===== src/rtl/universal_machine_core_assert.svh =====
// Assertion macros for the universal machine core.
// Depends on nothing; included by the modules that carry assertions.
`ifndef UNIVERSAL_MACHINE_CORE_ASSERT_SVH
`define UNIVERSAL_MACHINE_CORE_ASSERT_SVH
`ifndef SYNTHESIS
`define UMC_ASSERT_NOW(label, clk, rst_n, ante, cons) \
	label: assert property (@(posedge clk) disable iff (!rst_n) (ante) |-> (cons)) \
		else $error("umc assertion failed");
`define UMC_ASSERT_NEXT(label, clk, rst_n, ante, cons) \
	label: assert property (@(posedge clk) disable iff (!rst_n) (ante) |=> (cons)) \
		else $error("umc assertion failed");
`else
`define UMC_ASSERT_NOW(label, clk, rst_n, ante, cons)
`define UMC_ASSERT_NEXT(label, clk, rst_n, ante, cons)
`endif
`endif


===== src/rtl/umc_pkg.sv =====
// Shared types and codes of the universal machine core.
// Used by the register file, the arithmetic unit and the top level of the core; depends on nothing.
`timescale 1ns / 1ps
`default_nettype none
package umc_pkg;

	typedef struct packed {
		logic        func;
		logic [31:0] load_word;
		logic [7:0]  in_char;
	} in_item_t;

	typedef struct packed {
		logic [3:0] status;
		logic       out_valid;
		logic [7:0] out_char;
		logic       input_used;
	} out_item_t;

	typedef enum logic [3:0] {
		OP_CMOV     = 4'd0,
		OP_INDEX    = 4'd1,
		OP_AMEND    = 4'd2,
		OP_ADD      = 4'd3,
		OP_MUL      = 4'd4,
		OP_DIV      = 4'd5,
		OP_NAND     = 4'd6,
		OP_HALT     = 4'd7,
		OP_ALLOC    = 4'd8,
		OP_ABANDON  = 4'd9,
		OP_OUTPUT   = 4'd10,
		OP_INPUT    = 4'd11,
		OP_LOADPROG = 4'd12,
		OP_ORTHO    = 4'd13
	} opcode_t;

	typedef enum logic [3:0] {
		ST_RUNNING      = 4'd0,
		ST_HALTED       = 4'd1,
		ST_NO_PROGRAM   = 4'd2,
		ST_PC_RANGE     = 4'd3,
		ST_BAD_OPCODE   = 4'd4,
		ST_BAD_ID       = 4'd5,
		ST_INACTIVE     = 4'd6,
		ST_INDEX_RANGE  = 4'd7,
		ST_DIV_ZERO     = 4'd8,
		ST_NO_RESOURCES = 4'd9,
		ST_TOO_LONG     = 4'd10
	} status_t;

	typedef enum logic [3:0] {
		S_IDLE,
		S_BEGIN,
		S_FETCH,
		S_RC,
		S_RA,
		S_EX,
		S_ALU,
		S_META,
		S_MEMRD,
		S_SCAN,
		S_SCANCHK,
		S_FILL,
		S_CPRD,
		S_CPWR
	} state_t;

	typedef enum logic [1:0] {
		ALU_ADD,
		ALU_MUL,
		ALU_DIV,
		ALU_NAND
	} alu_op_t;

	typedef struct packed {
		logic    start;
		alu_op_t op;
	} alu_req_t;

	typedef struct packed {
		logic        done;
		logic [31:0] res;
	} alu_rsp_t;

	typedef struct packed {
		logic        we;
		logic [2:0]  addr;
		logic [31:0] data;
	} rf_wr_t;

	// Number of quotient bits the serial divider produces
	localparam logic [5:0] DIV_STEPS = 6'd32;

endpackage
`default_nettype wire


===== src/rtl/umc_regfile.sv =====
// Eight-entry general register file, one registered read port, one write port.
// Depends on umc_pkg; unwritten entries read as zero after reset.
`timescale 1ns / 1ps
`default_nettype none
module umc_regfile import umc_pkg::*; (
	input  wire logic        clk,
	input  wire logic        arst_n,
	input  wire logic [2:0]  raddr,
	input  wire rf_wr_t      wr,
	output logic      [31:0] rdata
);

	logic [31:0] regs_q [8];
	logic [7:0]  valid_q;
	logic [31:0] rdata_q;

	// track which entries hold a written value
	always_ff @(posedge clk or negedge arst_n) begin
		if (!arst_n) begin
			valid_q <= '0;
		end else if (wr.we) begin
			valid_q[wr.addr] <= 1'b1;
		end
	end

	// store and read back
	always_ff @(posedge clk) begin
		if (wr.we) begin
			regs_q[wr.addr] <= wr.data;
		end
		rdata_q <= valid_q[raddr] ? regs_q[raddr] : '0;
	end

	assign rdata = rdata_q;

endmodule
`default_nettype wire


===== config.mk =====
export PLATFORM = sky130hd
export DESIGN_NAME = umc_regfile
export DESIGN_NICKNAME = d
export VERILOG_FILES = /design/src/rtl/universal_machine_core_assert.svh /design/src/rtl/umc_pkg.sv /design/src/rtl/umc_regfile.sv
export SDC_FILE = /design/constraint.sdc
export NUM_CORES = 1
export LEC_CHECK = 0
export BUFFER_PORTS_ARGS = -buffer_cell sky130_fd_sc_hd__buf_2
export CAP_MARGIN = 20
export CORE_MARGIN = 3
export CORE_UTILIZATION = 50
export DETAILED_ROUTE_END_ITERATION = 7
export PLACE_DENSITY = 0.68
export SYNTH_ARGS = -nofsm -noshare
export SYNTH_HDL_FRONTEND = slang
export SYNTH_SLANG_ARGS = --single-unit

===== constraint.sdc =====
create_clock -name clk -period 1.8 [get_ports clk]
set_input_delay 0.18 -clock clk [delete_from_list [all_inputs] [get_ports clk]]
set_output_delay 0.18 -clock clk [all_outputs]
set_load 0.05 [all_outputs]

==> metrics.yaml <==
status: "complete, no violations"
critical-path-top-delay-family: "multiplexers"
vias: 4902
worstHoldStart: "wr[33]"
final_hold_viol_count: 0
grt_pass1_vias: 5381
antenna_left: 0
dieArea_um2: 23310
min_path_type: "in2reg"
hold_end: "regs_q[1][16]"
rsz0062_at_grt: "no"
place_congestion: 0.6928
cts.sink_count: 296
grtUsageTotal: 0.1736
rr_startpoint: "valid_q[1]"
slew_headroom: 0.7226
yosysSeqAreaShare: 0.7927
combinationalPowerShare: 0.084
clock_skew_ns: 0.01067
placeableCoreArea_um2: 21090
r2r_cells: 4
stdcell_area_um2: 13070
placed_area_um2: 11790
num_io_pins: 73
synth_top_family_by_area: "multiplexers"
required_ns: 2.22
cts_tree: "yes"
p_sw_mw: 3.302
syn_inst: 469
drv_cap: 0
clockPowerShare: 0.393
grt_first_pass_wirelength_um: 31430
synth_compound_area_frac: 0
drt_iter0_drc: 317
synth_cell_type_count: 15
arrival_ns: 2.04
clk_latency_ns: 0.54
p_leak_nw: 4.493
initial_core_util: 0.5102
ys_ff_latch: 296
post_cts_buffers: 0
final_common_cell: "edfxtp_1"
worstPathCellList: "mux4_1 -> mux2i_4 -> buf_4 -> nor2_1"
p_int_mw: 11.72
layout.nets: 654
syn_area_per_cell_um2: 22.94
post_drt_wl_per_cell_um: 22.05
synthXorXnorAreaFrac: 0
sw_frac_of_total: 0.2199
yosys-mux-area-fraction: 0.1707
final.min_clock_period_ns: 1.618
syn-num-nets: 510
area_growth_pct: 21.51
cp-end-kind: "flip-flop"
reg2reg_to: "rdata[11]"
r2r_slack_ns: 0.18
vias_per_cell: 5.381
critPathBufInv: 1
dpl.hpwl_um: 11550
cp_max_fo: 12
final_core_util: 0.6200
drc: 0
grt_max_degree: 33
path_depth: 4
final-setup-viol-count: 0
power_density_nw_per_um2: 1149
clockBufferDepth: 3
die_w_um: 152.7
yosys.area_share.simple: 0.02128
yosys_warnings: 0
port_buffers: 72
root_buffer: "clkbuf_16"
peakVddDrop_mv: 0.9809
slowest_delay_ns: 0.55
antenna_found_initial: 0
max_freq_ghz: 0.6181
drv_slew: 0
rows: 53
period_share: 0.8988
cp_slowest_cell: "mux4_1"
cts_buffers: 29
drive_gt1_frac: 0.3522
final_cell_mix: "edfxtp_1 (256), buf_2 (70), mux4_2 (64), dlygate4sd3_1 (34)"
worstMarginPinSlew_ns: 0.4161
cp-start-kind: "flip-flop"
worstSetupStartpoint: "valid_q[1]"
antenna_cells: 0
power_frac_seq: 0.523
n_fill_cell: 1463
holdPathStages: 3
htree_levels: 1
synth_fa_ha_area_frac: 0
routed_wl_um: 20090
dieHeight_um: 152.7
clkSlewWorstSetupHoldPaths_ns: 0.06
dr.pass1.iters: 4
synthesis.area_um2: 10760
overflow: 0
crit_type: "reg2reg"
[how the worst max path moves through the flow]
stage	endpoint
after floorplan	regs_q[2][0]
after global placement	rdata[6]
after detailed placement	rdata[18]
after CTS	rdata[11]
after global routing	rdata[13]
final	rdata[11]
[registers in the layout, indices dropped and copies added (netlist names)]
name,cells
regs_q,256
rdata,32
valid_q,8
[synthesized netlist by cell type]
master / number / area share
or2_2: 8 / 0.0047
buf_6: 10 / 0.010
dfrtp_1: 8 / 0.019
mux2i_1: 32 / 0.030
nor3_1: 2 / 0.00093
nand2_1: 2 / 0.00070
edfxtp_1: 256 / 0.71
buf_2: 9 / 0.0042
dfxtp_1: 32 / 0.060
mux4_2: 64 / 0.13
mux4_1: 2 / 0.0049
nand2b_1: 3 / 0.0017
nor2_1: 38 / 0.013
mux2i_4: 1 / 0.0021
clkbuf_1: 2 / 0.00070
[metrics by stage]
step / power, mW / hold slack, ns / setup TNS, ns / setup slack, ns / std cells
2_1_floorplan: 8.791 / -0.1156 / -45.41 / -0.3732 / 469
3_3_place_gp: 9.179 / 0.01647 / 0 / 0.2207 / 823
3_5_place_dp: 9.220 / 0.02793 / 0 / 0.1974 / 823
4_1_cts: 15.16 / 0.1966 / 0 / 0.1757 / 911
5_1_grt: 15.51 / 0.2110 / 0 / 0.1362 / 911
6_report: 15.02 / 0.2126 / 0 / 0.1822 / 911
[timing repair]
item                                   CTS  global route
endpoints found under the hold margin  264             0
resized for setup                        0             0
hold buffers                            34             0
[worst reg2reg max path: stages, from the launching register on]
cell and delay, ns:
dfrtp_1 0.37, mux4_1 0.55, mux2i_4 0.23, buf_4 0.27, nor2_1 0.08
[cell families after synthesis]
kind of cell / after synthesis
buffers and inverters: 21
flip-flops: 296
multiplexers: 99
AND/OR/NAND/NOR: 53
[power groups by stage]
stage	Combinational, mW	Sequential, mW	Clock [mW]
after floorplan	0.463	8.33	0
after global placement	1.20	7.98	0
after detailed placement	1.22	8.00	0
after CTS	1.29	7.86	6.01
after global routing	1.35	7.87	6.29
final	1.27	7.85	5.90
[area by class of cell]
class | instances | area [um2] | share of cell area
flip-flops and latches | 296 | 8528 | 0.6523
clock buffers | 39 | 783.3 | 0.05991
multi-input cells | 152 | 2133 | 0.1632
clock inverters | 15 | 156.4 | 0.01196
repair buffers | 134 | 1129 | 0.08632
well taps | 275 | 344.1 | 0.02632
[per-layer routing]
layer / global-route usage / vias to the layer above / part of all wire
li1: - / 2203 / -
met1: 0.2358 / 2539 / 0.42
met2: 0.2980 / 121 / 0.52
met3: 0.02726 / 39 / 0.042
met4: 0.04667 / 0 / 0.022
met5: 0 / - / 0
Note: power is estimated with default switching activity, not from simulation.
