<file path="src/rtl/universal_machine_core_assert.svh">
// Assertion macros for the universal machine core.
// Depends on nothing; included by the modules that carry assertions.
`ifndef UNIVERSAL_MACHINE_CORE_ASSERT_SVH
`define UNIVERSAL_MACHINE_CORE_ASSERT_SVH
`ifndef SYNTHESIS
`define UMC_ASSERT_NOW(label, clk, rst_n, ante, cons) \
	label: assert property (@(posedge clk) disable iff (!rst_n) (ante) |-> (cons)) \
		else $error("umc assertion failed");
`define UMC_ASSERT_NEXT(label, clk, rst_n, ante, cons) \
	label: assert property (@(posedge clk) disable iff (!rst_n) (ante) |=> (cons)) \
		else $error("umc assertion failed");
`else
`define UMC_ASSERT_NOW(label, clk, rst_n, ante, cons)
`define UMC_ASSERT_NEXT(label, clk, rst_n, ante, cons)
`endif
`endif

</file>
<file path="src/rtl/umc_pkg.sv">
// Shared types and codes of the universal machine core.
// Used by the register file, the arithmetic unit and the top level of the core; depends on nothing.
`timescale 1ns / 1ps
`default_nettype none
package umc_pkg;

	typedef struct packed {
		logic        func;
		logic [31:0] load_word;
		logic [7:0]  in_char;
	} in_item_t;

	typedef struct packed {
		logic [3:0] status;
		logic       out_valid;
		logic [7:0] out_char;
		logic       input_used;
	} out_item_t;

	typedef enum logic [3:0] {
		OP_CMOV     = 4'd0,
		OP_INDEX    = 4'd1,
		OP_AMEND    = 4'd2,
		OP_ADD      = 4'd3,
		OP_MUL      = 4'd4,
		OP_DIV      = 4'd5,
		OP_NAND     = 4'd6,
		OP_HALT     = 4'd7,
		OP_ALLOC    = 4'd8,
		OP_ABANDON  = 4'd9,
		OP_OUTPUT   = 4'd10,
		OP_INPUT    = 4'd11,
		OP_LOADPROG = 4'd12,
		OP_ORTHO    = 4'd13
	} opcode_t;

	typedef enum logic [3:0] {
		ST_RUNNING      = 4'd0,
		ST_HALTED       = 4'd1,
		ST_NO_PROGRAM   = 4'd2,
		ST_PC_RANGE     = 4'd3,
		ST_BAD_OPCODE   = 4'd4,
		ST_BAD_ID       = 4'd5,
		ST_INACTIVE     = 4'd6,
		ST_INDEX_RANGE  = 4'd7,
		ST_DIV_ZERO     = 4'd8,
		ST_NO_RESOURCES = 4'd9,
		ST_TOO_LONG     = 4'd10
	} status_t;

	typedef enum logic [3:0] {
		S_IDLE,
		S_BEGIN,
		S_FETCH,
		S_RC,
		S_RA,
		S_EX,
		S_ALU,
		S_META,
		S_MEMRD,
		S_SCAN,
		S_SCANCHK,
		S_FILL,
		S_CPRD,
		S_CPWR
	} state_t;

	typedef enum logic [1:0] {
		ALU_ADD,
		ALU_MUL,
		ALU_DIV,
		ALU_NAND
	} alu_op_t;

	typedef struct packed {
		logic    start;
		alu_op_t op;
	} alu_req_t;

	typedef struct packed {
		logic        done;
		logic [31:0] res;
	} alu_rsp_t;

	typedef struct packed {
		logic        we;
		logic [2:0]  addr;
		logic [31:0] data;
	} rf_wr_t;

	// Number of quotient bits the serial divider produces
	localparam logic [5:0] DIV_STEPS = 6'd32;

endpackage
`default_nettype wire

</file>
<file path="src/rtl/umc_alu.sv">
// Shared arithmetic unit: add, multiply and nand answered in the cycle after the request, serial divide.
// Depends on umc_pkg for the request and response types.
`timescale 1ns / 1ps
`default_nettype none
module umc_alu import umc_pkg::*; (
	input  wire logic        clk,
	input  wire logic        arst_n,
	input  wire alu_req_t    req,
	input  wire logic [31:0] opa,
	input  wire logic [31:0] opb,
	output alu_rsp_t         rsp
);

	logic        done_q;
	logic        div_busy_q;
	logic [5:0]  cnt_q;
	logic [31:0] res_q;
	logic [31:0] quot_q;
	logic [31:0] rem_q;
	logic [31:0] dvs_q;
	logic [32:0] rem_sh;
	logic        ge;
	logic [31:0] rem_nx;
	logic [32:0] rem_diff;

	// one restoring divide step
	always_comb begin
		rem_sh   = {rem_q, quot_q[31]};
		ge       = rem_sh >= {1'b0, dvs_q};
		rem_diff = rem_sh - {1'b0, dvs_q};
		rem_nx   = ge ? rem_diff[31:0] : rem_sh[31:0];
	end

	// sequence control
	always_ff @(posedge clk or negedge arst_n) begin
		if (!arst_n) begin
			done_q     <= 1'b0;
			div_busy_q <= 1'b0;
			cnt_q      <= '0;
		end else begin
			done_q <= 1'b0;
			if (req.start) begin
				if (req.op == ALU_DIV) begin
					div_busy_q <= 1'b1;
					cnt_q      <= DIV_STEPS;
				end else begin
					done_q <= 1'b1;
				end
			end else if (div_busy_q) begin
				cnt_q <= cnt_q - 1'b1;
				if (cnt_q == 6'd1) begin
					div_busy_q <= 1'b0;
					done_q     <= 1'b1;
				end
			end
		end
	end

	// datapath
	always_ff @(posedge clk) begin
		if (req.start) begin
			case (req.op)
				ALU_ADD:  res_q <= opa + opb;
				ALU_MUL:  res_q <= opa * opb;
				ALU_NAND: res_q <= ~(opa & opb);
				ALU_DIV: begin
					quot_q <= opa;
					rem_q  <= '0;
					dvs_q  <= opb;
				end
				default: res_q <= '0;
			endcase
		end else if (div_busy_q) begin
			quot_q <= {quot_q[30:0], ge};
			rem_q  <= rem_nx;
			if (cnt_q == 6'd1) begin
				res_q <= {quot_q[30:0], ge};
			end
		end
	end

	assign rsp = '{done: done_q, res: res_q};

endmodule
`default_nettype wire

</file>
<file path="config.mk">
export PLATFORM = sky130hd
export DESIGN_NAME = umc_alu
export DESIGN_NICKNAME = d
export VERILOG_FILES = /design/src/rtl/universal_machine_core_assert.svh /design/src/rtl/umc_pkg.sv /design/src/rtl/umc_alu.sv
export SDC_FILE = /design/constraint.sdc
export NUM_CORES = 2
export LEC_CHECK = 0
export BUFFER_PORTS_ARGS = -buffer_cell sky130_fd_sc_hd__buf_2
export CAP_MARGIN = 20
export CORE_ASPECT_RATIO = 1.25
export CORE_MARGIN = 1.5
export CORE_UTILIZATION = 40
export DETAILED_ROUTE_END_ITERATION = 8
export RECOVER_POWER = 100
export SYNTH_ARGS = -nofsm -noshare
export SYNTH_HDL_FRONTEND = slang
export SYNTH_SLANG_ARGS = --single-unit
export TNS_END_PERCENT = 50
</file>
<file path="constraint.sdc">
create_clock -name clk -period 3.6 [get_ports clk]
set_input_delay 0.72 -clock clk [delete_from_list [all_inputs] [get_ports clk]]
set_output_delay 0.72 -clock clk [all_outputs]
set_load 0.02 [all_outputs]
</file>
==> metrics.md <==
| Metric | Value |
|---|---|
| Gate Count Post-Synth | `2670` |
| Compound-Gate Fraction of Synth Area | `0.103` |
| Fin crit period | `7.18 ns` |
| # rows | `102` |
| Post-synth EDFFs | `128` |
| Mux contribution to synthesized area | `0.0137` |
| Synth Area in Simple Gates | `0.168` |
| DRC viols | `0` |
| Fin. Hold Viols | `0` |
| Initial antenna violation count | `3` |
| Largest family of logic cells by synthesized area | `adder cells` |
| IO Pins | `102` |
| Buffers on Ports | `101` |
| Fin nets | `3683` |
| Top cell by count, worst path | `fa_1` |
| Via-to-Cell Ratio | `5.34` |
| Yosys warnings | `0` |
| Pre-Repair DR Iteration Count | `7` |
| Tightest Pin Transition | `1.26 ns` |
| Initial core utilization | `0.404` |
| FF+latch count, synth | `136` |
| Post-DR wirelength/cell | `21.6 microns` |
| Crit path cell chain | `buf_4, and2_4, fa_2, fa_2, fa_1, inv_1, fa_1, inv_1, fa_1, fa_1, fa_1, fa_1, ha_4, a21o_1, a21o_1, a221o_1, a41o_1, or3b_1, o221ai_2, xnor2_1, mux2i_1, o221a_2` |
| Post-CTS Hold Buffers | `0` |
| Num CTS Buffers | `17` |
| Mapped Nets | `3338` |
| Core Area | `61900 sq um` |
| Die X | `227 microns` |
| Unique masters post-synth | `90` |
| Slew Limit Fails | `0` |
| Filler cell count in the final layout | `5732` |
| Post-Syn Area | `25000 sq um` |
| Setup TNS | `-76.29 ns` |
| Via Count | `20600` |
| Fmax achieved | `0.139 GHz` |
| Gpl congestion | `0.962` |
| RR Startpoint | `dvs_q[1]$_DFFE_PP_` |
| Final worst slack | `-3.58 ns` |
| Critical Path RT | `3.78 ns` |
| Gr usage total | `0.269` |
| Buf/Inv on CP | `3` |
| Largest net degree at the start of global routing | `89` |
| H-tree levels | `4` |
| Die height | `282 microns` |
| Syn_area_per_cell | `9.36 sq um` |
| CP Class | `in -> reg` |
| CP Capture Type | `flop` |
| Die area | `64000 sq um` |
| Outcome | `complete, but fails checks` |
| Critical-path top delay cell | `fa_2` |
| Stages on worst setup path | `22` |
| Most frequent cells in the layout | `inv_1 (439), fa_1 (383), buf_4 (325)` |
| R2r worst-path depth | `13` |
| Crit share post-route | `1.99` |
| WL final | `83500 microns` |
| RSZ-0062 raised after global routing | `true` |
| Clk root buf | `clkbuf_16` |
| # Max-Cap Violations | `0` |
| Failing checks | `negative setup slack` |
| Max Root-Sink Buffers | `2` |
| Worst Skew | `0.00980 ns` |
| Worst min-delay path class | `in -> async` |
| CP Launch Type | `input pin` |
| Slew HR | `0.158` |
| Final antenna-violating net count | `0` |
| Endpoints failing setup | `29` |
| First-pass GRT wire length | `130000 microns` |
| CTS clk-pin slew, worst paths | `0.07 ns` |
| Total gr overflow | `0` |
| Layout area overhead | `22.2%` |
| Worst-Skew Late Latency | `0.44 ns` |
| Synth Area in XOR/XNOR | `0.0430` |
| 1st-iter DRT viols | `1384` |
| CTS tree | `yes` |
| Clk sinks | `136` |
| Setup slack after placement | `-4.26 ns` |
| Seq/Total Area, Yosys | `0.162` |
| Largest fanout on the critical path | `11` |
| Fraction of registers with async set/reset | `0.0588` |
| Synth Area in Adders | `0.423` |
| Post-DP HPWL | `68900 microns` |
| Commonest non-fill, non-tap cell in the layout | `inv_1` |
| WP data arrival | `7.37 ns` |
| CP startpoint | `opb[5]` |
| Largest stage delay, worst path | `0.58 ns` |
| Prevailing post-synth register cell | `edfxtp_1` |
| Layout cells sized above 1 | `0.217` |
| Vias in the first global route | `22700` |
| Top delay family on crit path | `adder cells` |
[metrics by stage]
| stage | hold WS [ns] | util | cell area [sq um] | instances |
|---|---|---|---|---|
| floorplan | 0.424 | - | 25500 | 2670 |
| global placement | 0.531 | 0.469 | 29000 | 3811 |
| detailed placement | 0.523 | 0.469 | 29000 | 3811 |
| CTS | 0.101 | 0.489 | 30300 | 3853 |
| global route | 0.205 | 0.493 | 30500 | 3860 |
| finish | 0.186 | 0.493 | 30500 | 3862 |
[cells in the mapped netlist (7+ instances only)]
| master | instances | area, sq um |
|---|---|---|
| inv_1 | 447 | 1680 |
| fa_1 | 410 | 8210 |
| and2_1 | 304 | 1900 |
| nand2_1 | 300 | 1130 |
| ha_1 | 189 | 2360 |
| edfxtp_1 | 128 | 3840 |
| a21oi_1 | 111 | 556 |
| clkbuf_1 | 104 | 390 |
| xnor2_1 | 89 | 780 |
| o21ai_0 | 72 | 360 |
| nor2_1 | 70 | 263 |
| nand3_1 | 54 | 270 |
| a21o_1 | 35 | 263 |
| xor2_1 | 31 | 272 |
| mux2_2 | 25 | 282 |
| o211ai_1 | 25 | 188 |
| o21a_1 | 20 | 150 |
| nor3_1 | 19 | 95.1 |
| nor2b_1 | 13 | 81.3 |
| a211oi_1 | 12 | 90.1 |
| nand2b_1 | 12 | 75.1 |
| or3_1 | 12 | 75.1 |
| a211o_1 | 11 | 96.3 |
| buf_1 | 11 | 41.3 |
| a31oi_1 | 10 | 62.6 |
| and3_1 | 9 | 56.3 |
| dfrtp_1 | 8 | 200 |
| o21ai_1 | 7 | 35.0 |
| o21bai_1 | 7 | 52.6 |
| or2_2 | 7 | 43.8 |
[timing repair]
action / in CTS / in global routing
gates cloned: 2 / 0
endpoints found under the setup margin: 28 / 41
gates resized for setup: 133 / 78
setup buffers: 9 / 7
pin swaps: 68 / 61
[sequential cells by signal, summed over array words and instances, names as in the netlist]
| register | flops |
|---|---|
| dvs_q | 32 |
| res_q | 32 |
| rem_q | 32 |
| div_busy_q | 1 |
| done_q | 1 |
| cnt_q | 6 |
| quot_q | 32 |
[logic make-up after synthesis]
group           count (synthesis)
xor+xnor                      121
fa+ha+maj                     599
compound gates                383
buf+inv                       573
flops                         136
mux                            31
simple gates                  827
[layer usage]
layer | global-route usage | share of wire | up-vias
li1 | - | - | 9216
met1 | 0.330 | 0.40 | 10500
met2 | 0.481 | 0.50 | 674
met3 | 0.0291 | 0.052 | 194
met4 | 0.107 | 0.044 | 2
met5 | 0 | 0.00012 | -
[worst paths after layout]
path | to | slack (ns)
max | res_q[31]$_DFFE_PP_ | -3.58
min | cnt_q[1]$_DFFE_PN0P_ | 0.19
max reg2reg | rem_q[3]$_SDFFCE_PP0P_ | 0.05
min reg2reg | div_busy_q$_DFFE_PN0P_ | 0.54
max in group asynchronous | cnt_q[3]$_DFFE_PN0P_ | 3.12
min in group clk | div_busy_q$_DFFE_PN0P_ | 0.54
[layout make-up]
class                      count  area, sq um  share of cell area
clock buffer                  17          425              0.0139
antenna                        2         5.00            0.000164
tap                          832         1040              0.0341
timing repair buffer         450         3450               0.113
inverter                     449         1690              0.0552
clock inverter                15          169             0.00553
multi-input combinational   1961        19700               0.646
sequential                   136         4040               0.132
[worst reg2reg max path, delay by kind of cell (launching register included)]
kind	cells	cell delay (ns)
fa+ha+maj	1	0.24
buf+inv	3	0.43
compound gates	6	1.70
simple gates	3	0.45
flops	1	0.46
Power is left out: the tool's default activity adds up to more than one toggle a clock period on the data nets, which glitch-free logic cannot reach.
